==> src/design/assert_macros.svh <==
// Assertion macros for the ternary 3x3 convolution RTL.
// No dependencies; included by files that carry concurrent checks.
`ifndef ASSERT_MACROS_SVH
`define ASSERT_MACROS_SVH
`ifndef SYNTHESIS
`define TCV_ASSERT_IMP(lbl, clk, rst_n, ante, cons) \
  lbl: assert property (@(posedge clk) disable iff (!rst_n) (ante) |-> (cons)) \
    else $error("same-cycle check failed");
`define TCV_ASSERT_NXT(lbl, clk, rst_n, ante, cons) \
  lbl: assert property (@(posedge clk) disable iff (!rst_n) (ante) |=> (cons)) \
    else $error("next-cycle check failed");
`else
`define TCV_ASSERT_IMP(lbl, clk, rst_n, ante, cons)
`define TCV_ASSERT_NXT(lbl, clk, rst_n, ante, cons)
`endif
`endif

==> src/design/tcv_pkg.sv <==
// Shared constants and types for the ternary 3x3 convolution.
// No dependencies.
package tcv_pkg;

  localparam int PIXEL_W   = 16;
  localparam int FEAT_W    = 20;
  localparam int MAX_WIDTH = 64;
  localparam int COL_W     = $clog2(MAX_WIDTH);
  localparam int ROW_W     = 10;
  localparam int PLANE_W   = 2;
  localparam int KIDX_W    = 3;
  localparam int KERNELS   = 8;
  localparam int TAPS      = 9;
  localparam int KERN_W    = 2 * TAPS;
  localparam int KREGS     = 4;
  localparam int CFG_W     = 2 * KERN_W;
  localparam int CFG_IDX_W = 3;
  localparam int WIDTH_W   = 7;
  localparam int HEIGHT_W  = 11;
  localparam int CHAN_W    = 3;
  localparam int MAX_HEIGHT = 1024;
  localparam int MAX_CHANS  = 4;
  localparam int MIN_DIM    = 3;
  localparam int LINE_W    = 2 * PIXEL_W;

  typedef logic signed [PIXEL_W-1:0] pixel_t;
  typedef logic signed [FEAT_W-1:0]  feat_t;

  typedef enum logic [CFG_IDX_W-1:0] {
    CFG_K01    = 3'd0,
    CFG_K23    = 3'd1,
    CFG_K45    = 3'd2,
    CFG_K67    = 3'd3,
    CFG_WIDTH  = 3'd4,
    CFG_HEIGHT = 3'd5,
    CFG_CHANS  = 3'd6
  } cfg_idx_t;

endpackage

==> src/design/tcv_ifs.sv <==
// Valid/ready channel interfaces for pixel requests and feature results.
// Depends on tcv_pkg.
interface tcv_pix_if;
  logic            valid;
  logic            ready;
  tcv_pkg::pixel_t pixel;
  logic            image_start;

  modport source (output valid, pixel, image_start, input ready);
  modport sink   (input valid, pixel, image_start, output ready);
endinterface

interface tcv_res_if;
  logic                          valid;
  logic                          ready;
  tcv_pkg::feat_t                feature;
  logic [tcv_pkg::KIDX_W-1:0]    kernel_index;
  logic [tcv_pkg::PLANE_W-1:0]   plane;
  logic [tcv_pkg::COL_W-1:0]     out_col;
  logic [tcv_pkg::ROW_W-1:0]     out_row;
  logic                          last_of_run;
  logic                          end_of_image;

  modport source (output valid, feature, kernel_index, plane, out_col, out_row,
                  last_of_run, end_of_image, input ready);
  modport sink   (input valid, feature, kernel_index, plane, out_col, out_row,
                  last_of_run, end_of_image, output ready);
endinterface

==> src/design/ternary_3x3_convolution.sv <==
// Top level of the ternary-weight 3x3 valid-mode convolution.
// Depends on tcv_pkg, tcv_ifs (tcv_pix_if, tcv_res_if), tcv_ram, assert_macros.svh.
//
//   channel  | dir | payload
//   in_px    | in  | pixel, image_start
//   out_res  | out | feature, kernel_index, plane, out_col, out_row,
//            |     | last_of_run, end_of_image
//   cfg_*    | in  | cfg_we, cfg_index, cfg_data (write only)
//
// A pixel that completes a window runs the eight kernels in turn through the
// single nine-input adder tree, one result per kernel. A result passes the
// read stage, the window registers and the output register. Both line rows
// sit in one 64x32 RAM indexed by column; no clearing pass follows reset.
// Reset is synchronous and active low.
// A stalled output holds its result while the next pixel is read from the RAM.
`include "assert_macros.svh"

module ternary_3x3_convolution (
  input  logic                           clk,
  input  logic                           rst_n,
  tcv_pix_if.sink                        in_px,
  tcv_res_if.source                      out_res,
  input  logic                           cfg_we,
  input  logic [tcv_pkg::CFG_IDX_W-1:0]  cfg_index,
  input  logic [tcv_pkg::CFG_W-1:0]      cfg_data
);

  typedef enum logic [1:0] {
    W_ZERO  = 2'd0,
    W_PLUS  = 2'd1,
    W_MINUS = 2'd3
  } tap_code_t;

  function automatic tcv_pkg::feat_t kernel_sum(
    logic [tcv_pkg::KERN_W-1:0]              taps,
    logic [tcv_pkg::TAPS*tcv_pkg::PIXEL_W-1:0] win
  );
    tcv_pkg::feat_t acc;
    tcv_pkg::feat_t term;
    acc = '0;
    for (int t = 0; t < tcv_pkg::TAPS; t++) begin
      term = tcv_pkg::feat_t'(tcv_pkg::pixel_t'(win[t*tcv_pkg::PIXEL_W +: tcv_pkg::PIXEL_W]));
      case (tap_code_t'(taps[2*t +: 2]))
        W_PLUS:  acc = acc + term;
        W_MINUS: acc = acc - term;
        default: acc = acc;
      endcase
    end
    return acc;
  endfunction

  // configuration
  logic [tcv_pkg::CFG_W-1:0]    kern_r [tcv_pkg::KREGS];
  logic [tcv_pkg::WIDTH_W-1:0]  width_r;
  logic [tcv_pkg::HEIGHT_W-1:0] height_r;
  logic [tcv_pkg::CHAN_W-1:0]   chans_r;
  logic [tcv_pkg::WIDTH_W-1:0]  width_cfg;
  logic [tcv_pkg::HEIGHT_W-1:0] height_cfg;
  logic [tcv_pkg::CHAN_W-1:0]   chans_cfg;

  // position counters
  logic [tcv_pkg::COL_W-1:0]   col_r, col_nxt, col_cur;
  logic [tcv_pkg::ROW_W-1:0]   row_r, row_nxt, row_cur;
  logic [tcv_pkg::PLANE_W-1:0] plane_r, plane_nxt, plane_cur;
  logic [tcv_pkg::WIDTH_W-1:0]  col_inc;
  logic [tcv_pkg::HEIGHT_W-1:0] row_inc;
  logic [tcv_pkg::CHAN_W-1:0]   plane_inc;
  logic in_fire, emit, last_win;

  // read stage
  logic                        b_valid_r;
  tcv_pkg::pixel_t             b_px_r;
  logic [tcv_pkg::COL_W-1:0]   b_col_r;
  logic                        b_emit_r;
  logic                        b_last_r;
  logic [tcv_pkg::PLANE_W-1:0] b_plane_r;
  logic [tcv_pkg::COL_W-1:0]   b_ocol_r;
  logic [tcv_pkg::ROW_W-1:0]   b_orow_r;
  logic                        fwd_r;
  logic [tcv_pkg::LINE_W-1:0]  fwd_data_r;
  logic [tcv_pkg::LINE_W-1:0]  ram_rdata_r, line_rd, line_wr;
  logic                        b_fire;

  // window and kernel run
  tcv_pkg::pixel_t                           win_r [tcv_pkg::TAPS];
  logic [tcv_pkg::TAPS*tcv_pkg::PIXEL_W-1:0] win_flat;
  logic                        run_r;
  logic [tcv_pkg::KIDX_W-1:0]  kcnt_r;
  logic [tcv_pkg::PLANE_W-1:0] run_plane_r;
  logic [tcv_pkg::COL_W-1:0]   run_col_r;
  logic [tcv_pkg::ROW_W-1:0]   run_row_r;
  logic                        run_last_r;
  logic                        load, run_done, kern_last;
  logic [tcv_pkg::CFG_W-1:0]   kpair;
  logic [tcv_pkg::KERN_W-1:0]  ksel;

  // output register
  logic                        out_valid_r;
  tcv_pkg::feat_t              feature_r;
  logic [tcv_pkg::KIDX_W-1:0]  kidx_r;
  logic [tcv_pkg::PLANE_W-1:0] oplane_r;
  logic [tcv_pkg::COL_W-1:0]   ocol_r;
  logic [tcv_pkg::ROW_W-1:0]   orow_r;
  logic                        olast_r;
  logic                        oend_r;
  logic                        out_fire;

  // ---------------- configuration ----------------
  always_comb begin
    width_cfg = cfg_data[tcv_pkg::WIDTH_W-1:0];
    if (width_cfg < tcv_pkg::WIDTH_W'(tcv_pkg::MIN_DIM)) begin
      width_cfg = tcv_pkg::WIDTH_W'(tcv_pkg::MIN_DIM);
    end else if (width_cfg > tcv_pkg::WIDTH_W'(tcv_pkg::MAX_WIDTH)) begin
      width_cfg = tcv_pkg::WIDTH_W'(tcv_pkg::MAX_WIDTH);
    end
    height_cfg = cfg_data[tcv_pkg::HEIGHT_W-1:0];
    if (height_cfg < tcv_pkg::HEIGHT_W'(tcv_pkg::MIN_DIM)) begin
      height_cfg = tcv_pkg::HEIGHT_W'(tcv_pkg::MIN_DIM);
    end else if (height_cfg > tcv_pkg::HEIGHT_W'(tcv_pkg::MAX_HEIGHT)) begin
      height_cfg = tcv_pkg::HEIGHT_W'(tcv_pkg::MAX_HEIGHT);
    end
    chans_cfg = cfg_data[tcv_pkg::CHAN_W-1:0];
    if (chans_cfg < tcv_pkg::CHAN_W'(1)) begin
      chans_cfg = tcv_pkg::CHAN_W'(1);
    end else if (chans_cfg > tcv_pkg::CHAN_W'(tcv_pkg::MAX_CHANS)) begin
      chans_cfg = tcv_pkg::CHAN_W'(tcv_pkg::MAX_CHANS);
    end
  end

  always_ff @(posedge clk) begin
    if (!rst_n) begin
      for (int i = 0; i < tcv_pkg::KREGS; i++) begin
        kern_r[i] <= '0;
      end
      width_r  <= tcv_pkg::WIDTH_W'(28);
      height_r <= tcv_pkg::HEIGHT_W'(28);
      chans_r  <= tcv_pkg::CHAN_W'(1);
    end else if (cfg_we) begin
      case (cfg_index)
        tcv_pkg::CFG_K01:    kern_r[0] <= cfg_data;
        tcv_pkg::CFG_K23:    kern_r[1] <= cfg_data;
        tcv_pkg::CFG_K45:    kern_r[2] <= cfg_data;
        tcv_pkg::CFG_K67:    kern_r[3] <= cfg_data;
        tcv_pkg::CFG_WIDTH:  width_r   <= width_cfg;
        tcv_pkg::CFG_HEIGHT: height_r  <= height_cfg;
        tcv_pkg::CFG_CHANS:  chans_r   <= chans_cfg;
        default: ;
      endcase
    end
  end

  // ---------------- request stage ----------------
  assign in_fire     = in_px.valid && in_px.ready;
  assign in_px.ready = !b_valid_r || b_fire;

  always_comb begin
    col_cur   = in_px.image_start ? '0 : col_r;
    row_cur   = in_px.image_start ? '0 : row_r;
    plane_cur = in_px.image_start ? '0 : plane_r;
    col_inc   = {1'b0, col_cur} + tcv_pkg::WIDTH_W'(1);
    row_inc   = {1'b0, row_cur} + tcv_pkg::HEIGHT_W'(1);
    plane_inc = {1'b0, plane_cur} + tcv_pkg::CHAN_W'(1);
    emit      = (col_cur >= tcv_pkg::COL_W'(2)) && (row_cur >= tcv_pkg::ROW_W'(2));
    last_win  = ({1'b0, col_cur} >= width_r - tcv_pkg::WIDTH_W'(1)) &&
                ({1'b0, row_cur} >= height_r - tcv_pkg::HEIGHT_W'(1)) &&
                ({1'b0, plane_cur} >= chans_r - tcv_pkg::CHAN_W'(1));
    col_nxt   = col_inc[tcv_pkg::COL_W-1:0];
    row_nxt   = row_cur;
    plane_nxt = plane_cur;
    if (col_inc >= width_r) begin
      col_nxt = '0;
      if (row_inc >= height_r) begin
        row_nxt   = '0;
        plane_nxt = (plane_inc >= chans_r) ? '0 : plane_inc[tcv_pkg::PLANE_W-1:0];
      end else begin
        row_nxt = row_inc[tcv_pkg::ROW_W-1:0];
      end
    end
  end

  always_ff @(posedge clk) begin
    if (!rst_n) begin
      col_r     <= '0;
      row_r     <= '0;
      plane_r   <= '0;
      b_valid_r <= 1'b0;
      fwd_r     <= 1'b0;
    end else begin
      if (in_fire) begin
        col_r   <= col_nxt;
        row_r   <= row_nxt;
        plane_r <= plane_nxt;
        fwd_r   <= b_fire && (col_cur == b_col_r);
      end
      if (in_fire) begin
        b_valid_r <= 1'b1;
      end else if (b_fire) begin
        b_valid_r <= 1'b0;
      end
    end
  end

  always_ff @(posedge clk) begin
    if (in_fire) begin
      b_px_r     <= in_px.pixel;
      b_col_r    <= col_cur;
      b_emit_r   <= emit;
      b_last_r   <= last_win;
      b_plane_r  <= plane_cur;
      b_ocol_r   <= col_cur - tcv_pkg::COL_W'(2);
      b_orow_r   <= row_cur - tcv_pkg::ROW_W'(2);
      fwd_data_r <= line_wr;
    end
  end

  // ---------------- line store ----------------
  // word layout: upper half is the older row, lower half the newer row
  assign line_rd = fwd_r ? fwd_data_r : ram_rdata_r;
  assign line_wr = {line_rd[tcv_pkg::PIXEL_W-1:0], b_px_r};

  tcv_ram #(
    .WIDTH (tcv_pkg::LINE_W),
    .DEPTH (tcv_pkg::MAX_WIDTH)
  ) u_line_ram (
    .clk     (clk),
    .we      (b_fire),
    .waddr   (b_col_r),
    .wdata   (line_wr),
    .re      (in_fire),
    .raddr   (col_cur),
    .rdata_r (ram_rdata_r)
  );

  // ---------------- window and kernel run ----------------
  assign kern_last = (kcnt_r == tcv_pkg::KIDX_W'(tcv_pkg::KERNELS - 1));
  assign load      = run_r && (!out_valid_r || out_res.ready);
  assign run_done  = load && kern_last;
  assign b_fire    = b_valid_r && (!run_r || run_done);

  always_ff @(posedge clk) begin
    if (!rst_n) begin
      for (int i = 0; i < tcv_pkg::TAPS; i++) begin
        win_r[i] <= '0;
      end
    end else if (b_fire) begin
      win_r[0] <= win_r[1];
      win_r[1] <= win_r[2];
      win_r[2] <= tcv_pkg::pixel_t'(line_rd[tcv_pkg::LINE_W-1:tcv_pkg::PIXEL_W]);
      win_r[3] <= win_r[4];
      win_r[4] <= win_r[5];
      win_r[5] <= tcv_pkg::pixel_t'(line_rd[tcv_pkg::PIXEL_W-1:0]);
      win_r[6] <= win_r[7];
      win_r[7] <= win_r[8];
      win_r[8] <= b_px_r;
    end
  end

  always_comb begin
    for (int i = 0; i < tcv_pkg::TAPS; i++) begin
      win_flat[i*tcv_pkg::PIXEL_W +: tcv_pkg::PIXEL_W] = win_r[i];
    end
  end

  always_ff @(posedge clk) begin
    if (!rst_n) begin
      run_r  <= 1'b0;
      kcnt_r <= '0;
    end else begin
      if (b_fire && b_emit_r) begin
        run_r  <= 1'b1;
        kcnt_r <= '0;
      end else if (run_done) begin
        run_r  <= 1'b0;
        kcnt_r <= '0;
      end else if (load) begin
        kcnt_r <= kcnt_r + tcv_pkg::KIDX_W'(1);
      end
    end
  end

  always_ff @(posedge clk) begin
    if (b_fire && b_emit_r) begin
      run_plane_r <= b_plane_r;
      run_col_r   <= b_ocol_r;
      run_row_r   <= b_orow_r;
      run_last_r  <= b_last_r;
    end
  end

  assign kpair = kern_r[kcnt_r[tcv_pkg::KIDX_W-1:1]];
  assign ksel  = kcnt_r[0] ? kpair[tcv_pkg::CFG_W-1:tcv_pkg::KERN_W]
                           : kpair[tcv_pkg::KERN_W-1:0];

  // ---------------- output register ----------------
  assign out_fire = out_valid_r && out_res.ready;

  always_ff @(posedge clk) begin
    if (!rst_n) begin
      out_valid_r <= 1'b0;
    end else if (load) begin
      out_valid_r <= 1'b1;
    end else if (out_fire) begin
      out_valid_r <= 1'b0;
    end
  end

  always_ff @(posedge clk) begin
    if (load) begin
      feature_r <= kernel_sum(ksel, win_flat);
      kidx_r    <= kcnt_r;
      oplane_r  <= run_plane_r;
      ocol_r    <= run_col_r;
      orow_r    <= run_row_r;
      olast_r   <= kern_last;
      oend_r    <= kern_last && run_last_r;
    end
  end

  assign out_res.valid        = out_valid_r;
  assign out_res.feature      = feature_r;
  assign out_res.kernel_index = kidx_r;
  assign out_res.plane        = oplane_r;
  assign out_res.out_col      = ocol_r;
  assign out_res.out_row      = orow_r;
  assign out_res.last_of_run  = olast_r;
  assign out_res.end_of_image = oend_r;

  // ---------------- checks ----------------
  `TCV_ASSERT_NXT(a_win_hold, clk, rst_n, run_r && !run_done, $stable(win_flat))
  `TCV_ASSERT_IMP(a_kcnt_idle, clk, rst_n, !run_r, kcnt_r == '0)
  `TCV_ASSERT_NXT(a_run_cont, clk, rst_n, out_fire && !olast_r, out_valid_r)

endmodule

==> src/design/tcv_ram.sv <==
// Generic single-write, single-read RAM with registered read data.
// No dependencies.
module tcv_ram #(
  parameter int WIDTH = 32,
  parameter int DEPTH = 64
) (
  input  logic                     clk,
  input  logic                     we,
  input  logic [$clog2(DEPTH)-1:0] waddr,
  input  logic [WIDTH-1:0]         wdata,
  input  logic                     re,
  input  logic [$clog2(DEPTH)-1:0] raddr,
  output logic [WIDTH-1:0]         rdata_r
);

  logic [WIDTH-1:0] mem_r [DEPTH];

  always_ff @(posedge clk) begin
    if (we) begin
      mem_r[waddr] <= wdata;
    end
    if (re) begin
      rdata_r <= mem_r[raddr];
    end
  end

endmodule

==> src/flat_wrapper.sv <==
// flat-port wrapper written by rule: the top's interface ports become plain ports
module ternary_3x3_convolution_flat 
  (clk, rst_n, cfg_we, cfg_index, cfg_data, in_px_valid, in_px_pixel, in_px_image_start, in_px_ready, out_res_valid, out_res_feature, out_res_kernel_index, out_res_plane, out_res_out_col, out_res_out_row, out_res_last_of_run, out_res_end_of_image, out_res_ready);
  tcv_pix_if in_px_i ();
  tcv_res_if out_res_i ();
  input  logic clk;
  input  logic rst_n;
  input  logic cfg_we;
  input  logic [tcv_pkg::CFG_IDX_W-1:0] cfg_index;
  input  logic [tcv_pkg::CFG_W-1:0] cfg_data;
  input wire logic [$bits(in_px_i.valid)-1:0] in_px_valid;
  input wire logic [$bits(in_px_i.pixel)-1:0] in_px_pixel;
  input wire logic [$bits(in_px_i.image_start)-1:0] in_px_image_start;
  output wire logic [$bits(in_px_i.ready)-1:0] in_px_ready;
  output wire logic [$bits(out_res_i.valid)-1:0] out_res_valid;
  output wire logic [$bits(out_res_i.feature)-1:0] out_res_feature;
  output wire logic [$bits(out_res_i.kernel_index)-1:0] out_res_kernel_index;
  output wire logic [$bits(out_res_i.plane)-1:0] out_res_plane;
  output wire logic [$bits(out_res_i.out_col)-1:0] out_res_out_col;
  output wire logic [$bits(out_res_i.out_row)-1:0] out_res_out_row;
  output wire logic [$bits(out_res_i.last_of_run)-1:0] out_res_last_of_run;
  output wire logic [$bits(out_res_i.end_of_image)-1:0] out_res_end_of_image;
  input wire logic [$bits(out_res_i.ready)-1:0] out_res_ready;
  assign in_px_i.valid = in_px_valid;
  assign in_px_i.pixel = in_px_pixel;
  assign in_px_i.image_start = in_px_image_start;
  assign in_px_ready = in_px_i.ready;
  assign out_res_valid = out_res_i.valid;
  assign out_res_feature = out_res_i.feature;
  assign out_res_kernel_index = out_res_i.kernel_index;
  assign out_res_plane = out_res_i.plane;
  assign out_res_out_col = out_res_i.out_col;
  assign out_res_out_row = out_res_i.out_row;
  assign out_res_last_of_run = out_res_i.last_of_run;
  assign out_res_end_of_image = out_res_i.end_of_image;
  assign out_res_i.ready = out_res_ready;
  ternary_3x3_convolution u_core (.clk(clk), .rst_n(rst_n), .in_px(in_px_i), .out_res(out_res_i), .cfg_we(cfg_we), .cfg_index(cfg_index), .cfg_data(cfg_data));
endmodule
==> config.mk <==
export PLATFORM = sky130hd
export DESIGN_NAME = ternary_3x3_convolution_flat
export DESIGN_NICKNAME = d
export VERILOG_FILES = /design/src/design/tcv_pkg.sv /design/src/design/tcv_ifs.sv /design/src/design/ternary_3x3_convolution.sv /design/src/design/tcv_ram.sv /design/src/flat_wrapper.sv
export VERILOG_INCLUDE_DIRS = /design/src /design/src/design
export SDC_FILE = /design/constraint.sdc
export NUM_CORES = 2
export LEC_CHECK = 0
export BUFFER_PORTS_ARGS = -buffer_cell sky130_fd_sc_hd__buf_2
export CORE_ASPECT_RATIO = 1.2
export CORE_MARGIN = 4
export CORE_UTILIZATION = 60
export DETAILED_ROUTE_END_ITERATION = 6
export GPL_TIMING_DRIVEN = 0
export PLACE_DENSITY = 0.76
export SYNTH_ARGS = -nofsm -noshare
export SYNTH_HDL_FRONTEND = slang
export SYNTH_HIERARCHICAL = 1
export SYNTH_SLANG_ARGS = --single-unit
export TNS_END_PERCENT = 50
==> constraint.sdc <==
create_clock -name clk -period 45.9 [get_ports clk]
set_input_delay 2.295 -clock clk [delete_from_list [all_inputs] [get_ports clk]]
set_output_delay 2.295 -clock clk [all_outputs]
set_load 0.02 [all_outputs]
# After elaboration in Yosys (flattened, before gate mapping)
# Memory sizes are Yosys's and may differ from the RTL's. A register that Yosys moved wholly into a read port is not among the register bits.
# Cells that the tools add are included.
# op_classes
add_sub_neg,26
order_cmp,14
eq_ne,26
muxes,76
bitwise_logic,14
reduce_logical,25
# op_table
operator,n
one-hot mux 20 bit (2 select lines),9
adder 20 x 16 -> 20 bit,8
two-way mux 20 bit,8
subtractor 20 x 16 -> 20 bit,8
two-way mux 16 bit,9
two-way mux 36 bit,4
two-way mux 32 bit,1
two-way mux 10 bit,3
two-way mux 1 bit,27
two-way mux 11 bit,2
equality test 2 x 1 -> 1 bit (second input constant),9
equality test 2 bit (second input constant),9
two-way mux 18 bit,1
subtractor 1 x 16 -> 17 bit (first input constant),1
two-way mux 7 bit,2
bitwise OR 1 bit,13
equality test 3 bit (second input constant),4
two-way mux 2 bit,6
two-way mux 6 bit,2
adder 10 x 1 -> 11 bit (second input constant),1
greater-or-equal comparator 10 x 11 -> 1 bit,1
greater-or-equal comparator 11 bit,1
greater-than comparator 11 bit (second input constant),1
logical AND 1 bit,11
30 further kinds,40
# word_totals
reg_bits,182
ramBits,2336
input_bits,61
out_inout_bits,45
wordCells,214
mem_count,3
# mem_list
memory,depth,word_bits,rd,rd_clocked_by_memory_dff,wr,line,text
u_core.u_line_ram.mem_r,64,32,1,1,1,tcv_ram.sv:16,logic [WIDTH-1:0] mem_r [DEPTH];
u_core.kern_r,4,36,1,1,4,ternary_3x3_convolution.sv:53,logic [tcv_pkg::CFG_W-1:0] kern_r [tcv_pkg::KREGS];
u_core.win_r,9,16,9,0,9,ternary_3x3_convolution.sv:85,tcv_pkg::pixel_t win_r [tcv_pkg::TAPS];

# Longest topological paths before layout
# logic_depth
ltp_word,27
mapped_depth,76
mapped_depth_nobuf,71

# Hierarchy
# Netlist, hierarchy kept.
# by_module_without_submodules
mod,n_inst,cells_each,area_each_um2,seq_area_each_um2
tcv_ram,1,3324,78835.6,62459.9
ternary_3x3_convolution,1,3304,32778.9,13663.1

# Least setup slack after synthesis
# Ideal clock, no wire load.
# synth_path
path_kind,reg2reg
from,register with a tool-made name
to,"register u_core.feature_r[19], in the netlist u_core/out_res.feature[19], data pin"
setup_time_ps,262
arrival_ps,14327
required_ps,45638
slack_ps,31311
path_stages_with_launch,71
period_less_slack_ps,14589
cell_sequence,dfxtp_1 > buf_6 > buf_6 > buf_1 > buf_1 > mux4_2 > mux2i_1 > nor2_1 > clkbuf_1 > mux2i_1 > fa_1 > a21oi_1 > inv_1 > ha_1 > nor2b_1 > o21ai_0 > nand2b_1 > a21o_1 > [... 35 more ...] > o211ai_1 > a21boi_0 > inv_1 > ha_1 > a21o_1 > a21oi_1 > xor2_1 > o21ai_0 > ha_1 > a21o_1 > a31oi_1 > xnor2_1 > and2_1 > xnor2_1 > xnor2_1 > xnor3_1 > xnor2_1 > xnor2_1
# synth_lines
element,line,text
end signal: assignment,ternary_3x3_convolution.sv:309,"feature_r <= kernel_sum(ksel, win_flat);"
end: declaration,ternary_3x3_convolution.sv:99,tcv_pkg::feat_t feature_r;

==> flow_summary.json <==
{
  "setup_tns_ns": 0,
  "drtPass1Iterations": 7,
  "io-pin-count": 106,
  "synth_ff_type": "edfxtp_1",
  "power.density_nw_per_um2": 46.9,
  "ys_seq_area_share_pct": 68.2,
  "postRouteAntennaNets": 0,
  "final_core_util_pct": 68.2,
  "regToRegSetupSlack_ns": 26.90,
  "fillers": 11700,
  "crit_arrival_ns": 19.63,
  "cp_slowest_stage_delay_ns": 0.73,
  "tightest_slew_ns": 1.52,
  "synth-compound-area-share_pct": 5.17,
  "synth-edff-count": 2503,
  "pre_cts_ws_ns": 27.11,
  "drt_wl_total_mm": 338,
  "synthAdderAreaFrac_pct": 2.53,
  "clock-skew-final_ns": 0.0619,
  "status": "complete, but fails checks",
  "synth_top_family_by_area": "multiplexers",
  "peakVddDrop_v": 0.0000452,
  "numCtsBuffers": 227,
  "place_inst": 9301,
  "grt_usage_pct": 35.1,
  "violations": "capacitance limit, slew limit",
  "cts_setup_buffers": 0,
  "setup-violations-final": 0,
  "period_needed_ns": 19.00,
  "final_nets": 7365,
  "post-synth-top-count-cell": "edfxtp_1",
  "use_met3_pct": 7.48,
  "syn_nets": 6910,
  "p_leak_nw": 41.9,
  "crit_path_max_fanout": 10,
  "finalNonFillerCells": 9747,
  "die_area_um2": 193000,
  "synth_cell_type_count": 106,
  "ys_async_sr_fraction_pct": 0,
  "area_growth_syn_to_layout_pct": 13.1,
  "reg2reg_depth": 69,
  "wire_per_inst_um": 34.7,
  "core_area_um2": 185000,
  "worstSetupEndpointType": "flip-flop",
  "hp-class": "flip-flop to flip-flop",
  "clock_path_buffers": 3,
  "clk_latency_ns": 0.91,
  "drive_above_1_share_pct": 19.7,
  "synthCells": 6628,
  "worstHoldStart": "u_core/run_row_r[3]",
  "grt_max_degree": 77,
  "critPathLaunchType": "flip-flop",
  "cts.root.buffer_cell": "clkbuf_16",
  "synth.avg_cell_area_um2": 16.8,
  "use_met1_pct": 41.9,
  "gr-total-overflow": 0,
  "io_buffers": 103,
  "ys.warnings.count": 6,
  "viasPerCell": 6.85,
  "grt.busiest_layer": "met2",
  "synth_area_um2": 112000,
  "gp_congestion": 0.920,
  "ctsHoldBuffers": 0,
  "cts.repair.resized": 0,
  "rsz0062_at_grt": "false",
  "slowest_stage": "a21boi_0",
  "yosys.area.top_type": "edfxtp_1",
  "drv_slew": 11,
  "postPlaceCellArea_um2": 118000,
  "min_delay_path_depth": 0,
  "synth-simple-area-share_pct": 6.47,
  "clock-sinks": 2551,
  "hold_viol": 0,
  "multiInputGateArea_um2": 34000,
  "period_share_pct": 41.4,
  "cp_common_cell": "xnor2_1",
  "start_util_pct": 60.3,
  "use_met2_pct": 56.1,
  "register_area_um2": 76100,
  "r2r_end": "u_core/out_res.feature[19]",
  "grt_first_pass_wirelength_mm": 479,
  "rows": 173,
  "synth_xor_area_share_pct": 2.26,
  "synth_seq_cells": 2551,
  "whs_endpoint": "u_core/out_res.out_row[3]",
  "synthMuxAreaShare_pct": 13.5,
  "fmax_mhz": 52.6,
  "crit_type": "flip-flop to flip-flop",
  "fin_area_um2": 126000,
  "dr.first_iter.drc_count": 9432,
  "synth_common_cells": "2503 x edfxtp_1, 576 x mux4_2, 397 x nor2_1, 282 x nand2_1, 225 x a21oi_1",
  "required_ns": 46.53,
  "fin_ws_ns": 26.90,
  "first_global_vias": 66800,
  "cts_tree": "yes",
  "drc": 0,
  "relSlewSlack_pct": -1.48,
  "clkTransAtPathRegs_ns": 0.06,
  "yosysTopAreaCellShare_pct": 67.3,
  "route.vias.total": 66800,
  "antenna_found_initial": 15,
  "hpwl_mm": 223,
  "die_y_um": 480,
  "htree_levels": 4,
  "synth_area_leaders": "edfxtp_1 67%, mux4_2 12%, ha_1 2.4%",
  "die_w_um": 402,
  "cap_violations": 1
}
==> state kept, by name, indices dropped and copies added (netlist names), 7 cells and up, named ones only <==
name,flops
u_core/out_res.out_row,10
u_core/run_row_r,10
u_core/b_orow_r,10
u_core/row_r,10
u_core/out_res.feature,20
u_core/win_r,144
u_core/u_line_ram/rdata_r,32
u_core/height_r,11
u_core/kern_r,144
u_core/fwd_data_r,32
u_core/b_px_r,16
u_core/u_line_ram/mem_r,2048
u_core/width_r,7
==> cell usage in the layout, fill, tap and decap left out, types with 110 or more instances in the layout <==
cell	n
edfxtp_1	2503
mux4_2	576
nor2_1	335
nand2_1	282
clkbuf_16	229
a21oi_1	225
clkbuf_1	220
ha_1	213
and2_1	170
buf_2	166
inv_1	166
xnor2_1	166
o21ai_0	150
mux2i_1	145
and3_1	138
xor2_1	110
==> final cells by class <==
type,count,share of cell area [%]
Sequential cell,2551,60.3
Multi-Input combinational cell,3594,27.0
Clock buffer,271,4.68
Timing Repair Buffer,226,2.52
Tap cell,2450,2.43
Clock inverter,164,1.45
Buffer,313,1.13
Inverter,170,0.506
Antenna cell,8,0.0159
==> cells by family (layout without fill, tap and decap cells) <==
| logic type | Yosys count | count (layout) |
|---|---|---|
| flip-flops | 2551 | 2551 |
| other | 0 | 8 |
| AO/OA/AOI/OAI | 879 | 879 |
| multiplexers | 778 | 778 |
| XOR/XNOR | 281 | 281 |
| buffers and inverters | 483 | 1144 |
| adder cells (fa/ha/maj) | 221 | 221 |
| AND/OR/NAND/NOR | 1435 | 1435 |
==> critical path, delay by kind of cell (launching register included) <==
family,cells,cell delay [ns]
muxes,3,0.82
and+or+nand+nor,13,3.15
adders and majority gates,8,2.92
AOI/OAI and AO/OA,27,6.51
DFF,1,0.46
buffers and inverters,7,2.56
xor gates and xnor gates,11,2.33
==> worst max-delay path by stage <==
stage | start | endpoint | slack (ns) | depth (start not counted)
2_1_floorplan | flip-flop | u_core/out_res.feature[19] | 31.31 | 70
3_3_place_gp | flip-flop | u_core/out_res.feature[19] | 27.29 | 68
3_5_place_dp | flip-flop | u_core/out_res.feature[19] | 27.11 | 68
4_1_cts | flip-flop | u_core/out_res.feature[19] | 27.02 | 68
5_1_grt | flip-flop | u_core/out_res.feature[19] | 25.83 | 70
6_report | flip-flop | u_core/out_res.feature[19] | 26.90 | 69
==> where the power goes <==
part           internal [W]  switching (W)  leakage, nW
registers           0.00260      0.0000232         23.3
logic              0.000560       0.000772         14.9
clock network       0.00108       0.000879         3.75
==> metrics by stage <==
step	total power, W	hold slack (ns)
3_5_place_dp	0.00399	0.408
3_3_place_gp	0.00394	0.402
4_1_cts	0.00593	0.411
6_report	0.00592	0.420
2_1_floorplan	0.00367	0.400
5_1_grt	0.00619	0.425
==> routing by layer <==
metal | wire length (um) | share of wire (%)
met1 | 108000 | 32
met2 | 160000 | 47
met4 | 33500 | 9.9
met3 | 36300 | 11
met5 | 21 | 0.0062
Power figures use the tool's default switching activity.
